**src/hw/rtl/stream_byte_reassembler_core_assert.svh**
```systemverilog
// Assertion macros shared by the reassembler RTL.
`ifndef STREAM_BYTE_REASSEMBLER_CORE_ASSERT_SVH
`define STREAM_BYTE_REASSEMBLER_CORE_ASSERT_SVH

// Same-cycle implication, disabled while reset is low.
`define SRB_ASSERT_IMP(name, clk, rstn, ante, cons) \
    name: assert property (@(posedge clk) disable iff (!rstn) (ante) |-> (cons)) \
        else $error("srb assertion failed: same-cycle implication");

// Next-cycle implication, disabled while reset is low.
`define SRB_ASSERT_NXT(name, clk, rstn, ante, cons) \
    name: assert property (@(posedge clk) disable iff (!rstn) (ante) |=> (cons)) \
        else $error("srb assertion failed: next-cycle implication");

`endif

```
**src/hw/rtl/srb_pkg.sv**
```systemverilog
package srb_pkg;

    // Default store depth and window register reset value
    localparam int unsigned CAP_DEFAULT  = 64;
    localparam logic [6:0]  WINDOW_RESET = 7'd64;
    localparam int unsigned QUEUE_DEPTH  = 2;

    // Input transaction
    typedef struct packed {
        logic [63:0] byte_position;
        logic [7:0]  byte_value;
        logic        has_byte;
        logic        ends_stream;
    } t_in_item;

    // Output transaction
    typedef struct packed {
        logic [7:0] out_byte;
        logic       out_valid;
        logic       run_last;
        logic       stream_closed;
        logic [6:0] held_count;
    } t_out_item;

    // Classified command passed from the front end to the back end
    typedef struct packed {
        logic [63:0] byte_position;
        logic [7:0]  byte_value;
        logic        has_byte;
        logic        ends_stream;
        logic [63:0] end_position;
    } t_cmd;

    // Back-end status seen by the top level
    typedef struct packed {
        logic       closed;
        logic       busy;
        logic [6:0] held;
    } t_srb_stat;

endpackage

```
**src/hw/rtl/stream_byte_reassembler_core.sv**
```systemverilog
// Channel   | Direction | Handshake             | Payload
// ----------+-----------+-----------------------+---------------------------
// input     | in        | i_in_valid/o_in_stall | i_in_item  (t_in_item)
// output    | out       | o_out_valid/i_out_stall | o_out_item (t_out_item)
// config    | in        | i_cfg_we              | i_cfg_wdata (window size)
//
// Back end, item with a run of n >= 1 bytes: pop, check, insert, a scan of the
// run, two finish steps, then a read state for the registered store read and a push
// state per byte; an item that emits nothing, or one arriving after close, gives one empty result.
// The front end and a 2-entry queue take new items while the back end works.
// Reset is synchronous, active low; all valid bits clear at once.
// Output stall holds the result register and pauses the emit sequence.
`include "stream_byte_reassembler_core_assert.svh"

module stream_byte_reassembler_core #(
    parameter int unsigned CAPACITY = srb_pkg::CAP_DEFAULT
) (
    input  logic               i_clk,
    input  logic               i_rst_n,
    input  logic               i_cfg_we,
    input  logic [6:0]         i_cfg_wdata,
    input  logic               i_in_valid,
    output logic               o_in_stall,
    input  srb_pkg::t_in_item  i_in_item,
    output logic               o_out_valid,
    input  logic               i_out_stall,
    output srb_pkg::t_out_item o_out_item
);
    import srb_pkg::*;

    logic      w_cmd_valid;
    logic      w_q_ready;
    t_cmd      w_front_cmd;
    logic      w_q_valid;
    logic      w_q_pop;
    t_cmd      w_q_cmd;
    t_srb_stat w_stat;

    srb_front u_front (
        .i_clk       (i_clk),
        .i_rst_n     (i_rst_n),
        .i_in_valid  (i_in_valid),
        .o_in_stall  (o_in_stall),
        .i_in_item   (i_in_item),
        .o_cmd_valid (w_cmd_valid),
        .i_cmd_ready (w_q_ready),
        .o_cmd       (w_front_cmd)
    );

    srb_queue u_queue (
        .i_clk   (i_clk),
        .i_rst_n (i_rst_n),
        .i_push  (w_cmd_valid),
        .i_cmd   (w_front_cmd),
        .o_ready (w_q_ready),
        .o_valid (w_q_valid),
        .i_pop   (w_q_pop),
        .o_cmd   (w_q_cmd)
    );

    srb_back #(
        .CAPACITY (CAPACITY)
    ) u_back (
        .i_clk       (i_clk),
        .i_rst_n     (i_rst_n),
        .i_cfg_we    (i_cfg_we),
        .i_cfg_wdata (i_cfg_wdata),
        .i_q_valid   (w_q_valid),
        .o_q_pop     (w_q_pop),
        .i_q_cmd     (w_q_cmd),
        .o_out_valid (o_out_valid),
        .i_out_stall (i_out_stall),
        .o_out_item  (o_out_item),
        .o_stat      (w_stat)
    );

    // Checks
    `SRB_ASSERT_NXT(a_closed_sticky, i_clk, i_rst_n, w_stat.closed, w_stat.closed)
    `SRB_ASSERT_IMP(a_held_bound, i_clk, i_rst_n, 1'b1, w_stat.held <= 7'(CAPACITY))
    `SRB_ASSERT_IMP(a_empty_is_last, i_clk, i_rst_n, o_out_valid && !o_out_item.out_valid, o_out_item.run_last && (o_out_item.out_byte == 8'd0))
    `SRB_ASSERT_IMP(a_closed_reported, i_clk, i_rst_n, o_out_valid && o_out_item.stream_closed && !w_stat.busy, w_stat.closed)

endmodule

```
**src/hw/rtl/srb_front.sv**
```systemverilog
module srb_front (
    input  logic             i_clk,
    input  logic             i_rst_n,
    input  logic             i_in_valid,
    output logic             o_in_stall,
    input  srb_pkg::t_in_item i_in_item,
    output logic             o_cmd_valid,
    input  logic             i_cmd_ready,
    output srb_pkg::t_cmd    o_cmd
);
    import srb_pkg::*;

    logic r_valid;
    t_cmd r_cmd;
    t_cmd n_cmd;
    logic accept;

    // Classify: end position is one past a byte, or the position of a marker
    always_comb begin
        n_cmd.byte_position = i_in_item.byte_position;
        n_cmd.byte_value    = i_in_item.byte_value;
        n_cmd.has_byte      = i_in_item.has_byte;
        n_cmd.ends_stream   = i_in_item.ends_stream;
        n_cmd.end_position  = i_in_item.byte_position + 64'(i_in_item.has_byte);
    end

    assign o_in_stall  = r_valid && !i_cmd_ready;
    assign accept      = i_in_valid && !o_in_stall;
    assign o_cmd_valid = r_valid;
    assign o_cmd       = r_cmd;

    // Single holding register in front of the queue
    always_ff @(posedge i_clk) begin
        if (!i_rst_n) begin
            r_valid <= 1'b0;
        end else if (accept) begin
            r_valid <= 1'b1;
            r_cmd   <= n_cmd;
        end else if (r_valid && i_cmd_ready) begin
            r_valid <= 1'b0;
        end
    end

endmodule

```
**src/hw/rtl/srb_queue.sv**
```systemverilog
module srb_queue (
    input  logic          i_clk,
    input  logic          i_rst_n,
    input  logic          i_push,
    input  srb_pkg::t_cmd i_cmd,
    output logic          o_ready,
    output logic          o_valid,
    input  logic          i_pop,
    output srb_pkg::t_cmd o_cmd
);
    import srb_pkg::*;

    localparam int unsigned PTR_W = (QUEUE_DEPTH > 1) ? $clog2(QUEUE_DEPTH) : 1;
    localparam int unsigned CNT_W = $clog2(QUEUE_DEPTH + 1);

    t_cmd             r_mem [QUEUE_DEPTH];
    logic [PTR_W-1:0] r_wr_ptr;
    logic [PTR_W-1:0] r_rd_ptr;
    logic [CNT_W-1:0] r_count;
    logic             do_push;
    logic             do_pop;

    assign o_ready = (r_count != CNT_W'(QUEUE_DEPTH));
    assign o_valid = (r_count != '0);
    assign o_cmd   = r_mem[r_rd_ptr];
    assign do_push = i_push && o_ready;
    assign do_pop  = i_pop && o_valid;

    function automatic logic [PTR_W-1:0] ptr_inc(input logic [PTR_W-1:0] p);
        return (p == PTR_W'(QUEUE_DEPTH - 1)) ? '0 : p + 1'b1;
    endfunction

    // Entry storage
    always_ff @(posedge i_clk) begin
        if (do_push) begin
            r_mem[r_wr_ptr] <= i_cmd;
        end
    end

    // Pointers and fill count
    always_ff @(posedge i_clk) begin
        if (!i_rst_n) begin
            r_wr_ptr <= '0;
            r_rd_ptr <= '0;
            r_count  <= '0;
        end else begin
            if (do_push) begin
                r_wr_ptr <= ptr_inc(r_wr_ptr);
            end
            if (do_pop) begin
                r_rd_ptr <= ptr_inc(r_rd_ptr);
            end
            case ({do_push, do_pop})
                2'b10:   r_count <= r_count + 1'b1;
                2'b01:   r_count <= r_count - 1'b1;
                default: r_count <= r_count;
            endcase
        end
    end

endmodule

```
**src/hw/rtl/srb_back.sv**
```systemverilog
module srb_back #(
    parameter int unsigned CAPACITY = srb_pkg::CAP_DEFAULT
) (
    input  logic               i_clk,
    input  logic               i_rst_n,
    input  logic               i_cfg_we,
    input  logic [6:0]         i_cfg_wdata,
    input  logic               i_q_valid,
    output logic               o_q_pop,
    input  srb_pkg::t_cmd      i_q_cmd,
    output logic               o_out_valid,
    input  logic               i_out_stall,
    output srb_pkg::t_out_item o_out_item,
    output srb_pkg::t_srb_stat o_stat
);
    import srb_pkg::*;

    localparam int unsigned SLOT_W    = (CAPACITY > 1) ? $clog2(CAPACITY) : 1;
    localparam int unsigned CNT_W     = $clog2(CAPACITY + 1);
    localparam logic [SLOT_W-1:0] SLOT_LAST = SLOT_W'(CAPACITY - 1);
    localparam logic [SLOT_W:0]   SUM_CAP   = (SLOT_W + 1)'(CAPACITY);
    localparam logic [CNT_W-1:0]  CNT_CAP   = CNT_W'(CAPACITY);
    localparam logic [6:0]        CAP7      = 7'(CAPACITY);

    typedef enum logic [3:0] {
        S_IDLE,
        S_CHECK,
        S_INSERT,
        S_SCAN,
        S_FIN_ADD,
        S_FIN_CMP,
        S_EMPTY,
        S_READ,
        S_PUSH
    } t_state;

    t_state              r_state;
    logic [6:0]          r_window;
    logic [63:0]         r_next;
    logic [SLOT_W-1:0]   r_head;
    logic [CAPACITY-1:0] r_valid_bits;
    logic                r_end_known;
    logic [63:0]         r_end_pos;
    logic                r_closed;
    logic [CNT_W-1:0]    r_held;
    t_cmd                r_cmd;
    logic                r_in_win;
    logic [SLOT_W:0]     r_slot_sum;
    logic [CNT_W-1:0]    r_run;
    logic [SLOT_W-1:0]   r_scan;
    logic [7:0]          r_rd_data;
    logic                r_out_valid;
    t_out_item           r_out_item;
    logic [7:0]          r_mem [CAPACITY];

    logic [6:0]        eff_win;
    logic [63:0]       offset;
    logic              in_win;
    logic [SLOT_W:0]   n_slot_sum;
    logic [SLOT_W-1:0] ins_slot;
    logic              mem_we;
    logic              out_free;
    logic              out_load;

    function automatic logic [SLOT_W-1:0] slot_inc(input logic [SLOT_W-1:0] s);
        return (s == SLOT_LAST) ? '0 : s + 1'b1;
    endfunction

    // Window test on the offset from the next expected position
    always_comb begin
        eff_win    = (r_window > CAP7) ? CAP7 : r_window;
        offset     = r_cmd.byte_position - r_next;
        in_win     = r_cmd.has_byte && (offset[63:7] == '0) && (offset[6:0] < eff_win);
        n_slot_sum = (SLOT_W + 1)'(r_head) + (SLOT_W + 1)'(offset[SLOT_W-1:0]);
        ins_slot   = (r_slot_sum >= SUM_CAP) ? SLOT_W'(r_slot_sum - SUM_CAP)
                                             : r_slot_sum[SLOT_W-1:0];
    end

    assign mem_we   = (r_state == S_INSERT) && r_in_win && !r_valid_bits[ins_slot];
    assign out_free = !r_out_valid || !i_out_stall;
    assign out_load = out_free && ((r_state == S_EMPTY) || (r_state == S_PUSH));
    assign o_q_pop  = (r_state == S_IDLE) && i_q_valid;

    assign o_out_valid = r_out_valid;
    assign o_out_item  = r_out_item;
    assign o_stat      = '{closed: r_closed, busy: (r_state != S_IDLE), held: 7'(r_held)};

    // Byte store: one write port, one registered read at the head slot
    always_ff @(posedge i_clk) begin
        if (mem_we) begin
            r_mem[ins_slot] <= r_cmd.byte_value;
        end
        r_rd_data <= r_mem[r_head];
    end

    // Sequencer and result register
    always_ff @(posedge i_clk) begin
        if (!i_rst_n) begin
            r_state      <= S_IDLE;
            r_window     <= WINDOW_RESET;
            r_next       <= '0;
            r_head       <= '0;
            r_valid_bits <= '0;
            r_end_known  <= 1'b0;
            r_end_pos    <= '0;
            r_closed     <= 1'b0;
            r_held       <= '0;
            r_out_valid  <= 1'b0;
        end else begin
            if (i_cfg_we) begin
                r_window <= i_cfg_wdata;
            end
            // result taken and no new one loaded this cycle
            if (r_out_valid && !i_out_stall && !out_load) begin
                r_out_valid <= 1'b0;
            end

            unique case (r_state)
                S_IDLE: begin
                    if (i_q_valid) begin
                        r_cmd   <= i_q_cmd;
                        r_state <= r_closed ? S_EMPTY : S_CHECK;
                    end
                end
                // record the end mark, decide window membership
                S_CHECK: begin
                    if (r_cmd.ends_stream) begin
                        r_end_known <= 1'b1;
                        r_end_pos   <= r_cmd.end_position;
                    end
                    r_in_win   <= in_win;
                    r_slot_sum <= n_slot_sum;
                    r_state    <= S_INSERT;
                end
                // first copy wins
                S_INSERT: begin
                    if (mem_we) begin
                        r_valid_bits[ins_slot] <= 1'b1;
                        r_held                 <= r_held + 1'b1;
                    end
                    r_scan  <= r_head;
                    r_run   <= '0;
                    r_state <= S_SCAN;
                end
                // measure the contiguous run, one slot per cycle
                S_SCAN: begin
                    if (r_valid_bits[r_scan] && (r_run != CNT_CAP)) begin
                        r_run  <= r_run + 1'b1;
                        r_scan <= slot_inc(r_scan);
                    end else begin
                        r_state <= S_FIN_ADD;
                    end
                end
                S_FIN_ADD: begin
                    r_next  <= r_next + 64'(r_run);
                    r_held  <= r_held - r_run;
                    r_state <= S_FIN_CMP;
                end
                S_FIN_CMP: begin
                    if (r_end_known && (r_next == r_end_pos)) begin
                        r_closed <= 1'b1;
                    end
                    r_state <= (r_run == '0) ? S_EMPTY : S_READ;
                end
                // nothing emitted: one empty result
                S_EMPTY: begin
                    if (out_free) begin
                        r_out_valid <= 1'b1;
                        r_out_item  <= '{out_byte: 8'd0, out_valid: 1'b0, run_last: 1'b1,
                                         stream_closed: r_closed, held_count: 7'(r_held)};
                        r_state     <= S_IDLE;
                    end
                end
                S_READ: begin
                    r_state <= S_PUSH;
                end
                // hand one byte of the run to the output register
                S_PUSH: begin
                    if (out_free) begin
                        r_out_valid          <= 1'b1;
                        r_out_item           <= '{out_byte: r_rd_data, out_valid: 1'b1,
                                                  run_last: (r_run == CNT_W'(1)),
                                                  stream_closed: r_closed,
                                                  held_count: 7'(r_held)};
                        r_valid_bits[r_head] <= 1'b0;
                        r_head               <= slot_inc(r_head);
                        r_run                <= r_run - 1'b1;
                        r_state              <= (r_run == CNT_W'(1)) ? S_IDLE : S_READ;
                    end
                end
                default: begin
                    r_state <= S_IDLE;
                end
            endcase
        end
    end

endmodule
```
**config.mk**
```make
export PLATFORM = sky130hd
export DESIGN_NAME = stream_byte_reassembler_core
export DESIGN_NICKNAME = d
export VERILOG_FILES = /design/src/hw/rtl/srb_pkg.sv /design/src/hw/rtl/stream_byte_reassembler_core.sv /design/src/hw/rtl/srb_front.sv /design/src/hw/rtl/srb_queue.sv /design/src/hw/rtl/srb_back.sv
export VERILOG_INCLUDE_DIRS = /design/src /design/src/hw/rtl
export SDC_FILE = /design/constraint.sdc
export NUM_CORES = 2
export LEC_CHECK = 0
export BUFFER_PORTS_ARGS = -buffer_cell sky130_fd_sc_hd__buf_2
export CAP_MARGIN = 20
export CELL_PAD_IN_SITES_DETAIL_PLACEMENT = 2
export CELL_PAD_IN_SITES_GLOBAL_PLACEMENT = 2
export CORE_AREA = 2 2 410 310
export CTS_CLUSTER_DIAMETER = 100
export CTS_CLUSTER_SIZE = 40
export DETAILED_ROUTE_END_ITERATION = 6
export DIE_AREA = 0 0 412 312
export PLACE_DENSITY_LB_ADDON = 0.1
export SETUP_SLACK_MARGIN = 0.5
export SYNTH_ARGS = -nofsm -noshare
export SYNTH_HDL_FRONTEND = slang
export SYNTH_SLANG_ARGS = --single-unit
```
**constraint.sdc**
```tcl
create_clock -name i_clk -period 17.6 [get_ports i_clk]
set_input_delay 1.76 -clock i_clk [delete_from_list [all_inputs] [get_ports i_clk]]
set_output_delay 1.76 -clock i_clk [all_outputs]
set_load 0.01 [all_outputs]
```
==> results by group <==
Status
  – Status: finished clean

Critical path
  – CP arrival: 5850 ps
  – R2R Setup Slk: 12070 ps
  – Worst endpoint required time: 17920 ps
  – Worst Setup End Kind: register
  – Path type of the worst setup path: register to register
  – CP Launch Type: register
  – Crit path max fanout: 27

Timing
  – Worst slew margin: 17.51%
  – Crit share post-route: 31.39%
  – Slew @ Worst Pin: 1228 ps
  – Setup Viol. Count Final: 0
  – Hold_ws: 451.4 ps
  – Setup TNS: 0 ps
  – Slew Limit Fails: 0
  – Fmax: 0.1810 GHz
  – Clock Skew: 48.77 ps
  – RSZ-0062 raised after global routing: false
  – Final Hold Fails: 0
  – Tmin final: 5525 ps

Power
  – Seq pwr share: 59.4%
  – P_int: 4551 uW
  – Pwr dens: 108.6 nW/um2
  – P_sw: 1909 uW
  – Clock group share of total power: 23.0%
  – Switching share of power: 29.54%
  – Leakage: 0.01890 uW
  – Peak VDD IR: 0.00009426 V
  – Combinational power share: 17.6%

Final layout
  – Post-Layout Inst Area: 59470 um2
  – Fraction of layout cells with a size suffix above 1: 10.97%
  – Layout overhead on the synthesized area: 6.562%
  – Final core occ: 47.90%
  – Fill count: 12.01k
  – Nets: 4317

Clocking
  – CTS Buf Count: 42
  – Worst skew pair latency: 700 ps
  – H-tree levels: 2
  – CTS Sinks: 1334
  – Post-cts resize count: 0
  – Clock Root Buffer: clkbuf_16
  – CTS max path bufs: 3
  – Clk pin slew, worst setup/hold paths: 150 ps
  – CTS tree: yes
  – Setup Buffers After CTS: 0
  – CTS Hold Bufs: 0

Global routing
  – Largest net degree at the start of global routing: 72
  – Vias in the first global route: 37.49k
  – Total congestion overflow: 0
  – GR Util All Layers: 29.66%
  – First-pass GRT wire length: 278.7 mm
  – Initial antenna violation count: 13

Logic synthesis
  – Sequential-to-total area share from yosys stat: 67.62%
  – Mapped Avg Cell Area: 13.55 um2
  – Post-synthesis register bit count: 1334
  – Post-synthesis share of cell area spent on and, or, nand and nor gates: 8.784%
  – Ys async rst share: 0%
  – Cell Area, Synth: 55810 um2
  – Synth Area in Compound Gates: 10.85%
  – Most frequent cell after synthesis: edfxtp_1
  – Syn_nets: 4304
  – Top_reg_cell synth: edfxtp_1
  – Post-Synth Adder-Cell Area: 2.296%
  – Post-synth cell types: 95
  – Xor/xnor share of the synthesized area: 3.594%
  – Largest family of logic cells by synthesized area: compound AO/OA/AOI/OAI gates
  – Biggest area consumer among synthesized cells: edfxtp_1
  – Top-area cell type share of the netlist area: 59.30%
  – Top area cells in the synthesized netlist: edfxtp_1 (59%), dfxtp_1 (8.3%), mux2_2 (2.8%), nand2_1 (2.6%), xnor2_1 (2.4%)
  – Post-synth EDFFs: 1102
  – Post-synth top cells: edfxtp_1 (1102), nand2_1 (390), nor2_1 (257)
  – Number of synthesis warnings: 0
  – Cells after Synth: 4118
  – Post-synthesis mux area share: 4.466%

Floorplan
  – Die area: 128500 um2
  – Initial Utilization: 44.95%
  – Die Span X: 412 um
  – Die Y: 312 um
  – Row cnt: 112
  – Core Area: 124200 um2
  – Ports: 106

Placement
  – Gpl congestion: 0.8939
  – PortBufs: 105
  – HPWL Detailed: 139.2 mm
  – Placed cell areas: 58000 um2

Routing
  – Initial DRC Count: 4523
  – Router iterations before antenna repair: 6
  – # DRC: 0
  – Vias: 36.64k
  – DRT antenna net count: 0
  – Via/cell ratio: 6.297
  – Final WL: 194.4 mm
  – Routed len/inst: 33.42 um

Job
  – Max-cap violations: 0

Min path
  – Worst min path class: register to register
==> state kept, by name, summed over array words and instances (netlist names), 2 cells and up <==
| register | count |
|---|---|
| u_queue.r_count | 2 |
| u_front.o_cmd | 138 |
| u_back.r_slot_sum | 6 |
| u_back.r_window | 7 |
| u_back.r_valid_bits | 64 |
| u_back.r_state | 4 |
| u_back.r_rd_data | 8 |
| u_back.r_next | 64 |
| u_back.o_out_item | 18 |
| u_back.r_cmd | 138 |
| u_back.r_held | 7 |
| u_back.r_run | 7 |
| u_back.r_mem | 512 |
| u_back.r_end_pos | 64 |
| u_back.r_head | 6 |
| u_queue.r_mem | 276 |
| u_back.r_scan | 6 |
==> power by group through the flow <==
stage          Sequential, uW  Clock (uW)  Combinational [uW]
3_5_place_dp             3910           0                1120
6_report                 3840        1490                1140
4_1_cts                  3840        1510                1130
5_1_grt                  3850        1580                1220
3_3_place_gp             3880           0                1060
2_1_floorplan            3870           0                 708
==> cells in the final DEF, fill, tap and decap left out, types with 10 or more instances in the layout <==
master	n
edfxtp_1	1102
nand2_1	390
nor2_1	254
a21oi_1	233
dfxtp_1	231
xnor2_1	155
mux2_2	141
a22oi_1	135
o21ai_0	126
buf_2	106
inv_1	102
ha_1	96
nand3_1	91
a31oi_1	80
xor2_1	74
a221oi_1	71
a22o_1	66
buf_4	65
nand4_1	57
nor4_1	49
clkbuf_16	43
and2_1	40
and3_1	30
nor3_1	29
mux4_2	29
o21a_1	28
a21o_1	24
mux2i_1	24
a211oi_1	19
clkbuf_1	19
nor2b_1	18
nand2b_1	15
o21bai_1	13
or3_1	12
o2111ai_1	11
nand3b_1	10
o21ai_1	10
==> final cells by class <==
class | count | area, um2 | area share (%)
timing repair buffer | 176 | 1075 | 1.807
clock buffer | 64 | 1175 | 1.976
multi-input combinational | 2473 | 16800 | 28.26
sequential | 1334 | 37740 | 63.46
inverter | 104 | 395.4 | 0.6648
tap | 1653 | 2068 | 3.478
antenna | 1 | 2.502 | 0.004208
clock inverter | 14 | 209.0 | 0.3514
==> worst max-delay path: stages, from the launching register on <==
cell and delay, ps:
edfxtp_1 380, buf_4 240, nor2b_1 280, nand2b_1 780, inv_1 90, a222oi_1 300
mux4_2 300, nor2_1 50, a211oi_1 840, and2_1 440, nand3_1 500, nor2_1 940
==> path summary, 6_finish.rpt <==
| check | start | end | cells after the start |
|---|---|---|---|
| min | u_front.o_cmd[64]$_DFFE_PP_ | u_queue.r_mem[1][64]$_DFFE_PP_ | 0 |
| max reg2reg | u_back.r_slot_sum[2]$_DFFE_PP_ | u_back.r_mem[56][2]$_DFFE_PP_ | 11 |
| min reg2reg | u_front.o_cmd[64]$_DFFE_PP_ | u_queue.r_mem[1][64]$_DFFE_PP_ | 0 |
| max | u_back.r_slot_sum[2]$_DFFE_PP_ | u_back.r_mem[56][2]$_DFFE_PP_ | 11 |
==> stage by stage <==
stage               total power, uW  instances  setup slack, ps
finish                         6460       5819            12070
global route                   6652       5818            12040
CTS                            6475       5808            12130
detailed placement             5025       5730            11620
global placement               4947       5729            11840
floorplan                      4580       4118             1344
==> logic make-up (layout without fill, tap and decap cells) <==
group,after synthesis,in the layout
simple gates,1049,1049
fa+ha+maj,100,100
other cells,0,1
flops,1334,1334
xor+xnor,229,229
compound gates,900,900
mux,195,195
buf+inv,311,358
==> metal layers <==
| metal | wire length [um] | part of all wire [%] | global-route usage, % | up-vias |
|---|---|---|---|---|
| met5 | 55 | 0.028 | 0 | - |
| met1 | 93950 | 48 | 48.08 | 19513 |
| met4 | 2004 | 1.0 | 3.558 | 8 |
| li1 | - | - | - | 15569 |
| met2 | 84440 | 43 | 43.59 | 1415 |
| met3 | 13990 | 7.2 | 3.695 | 138 |
Note: power is estimated with default switching activity, not from simulation.
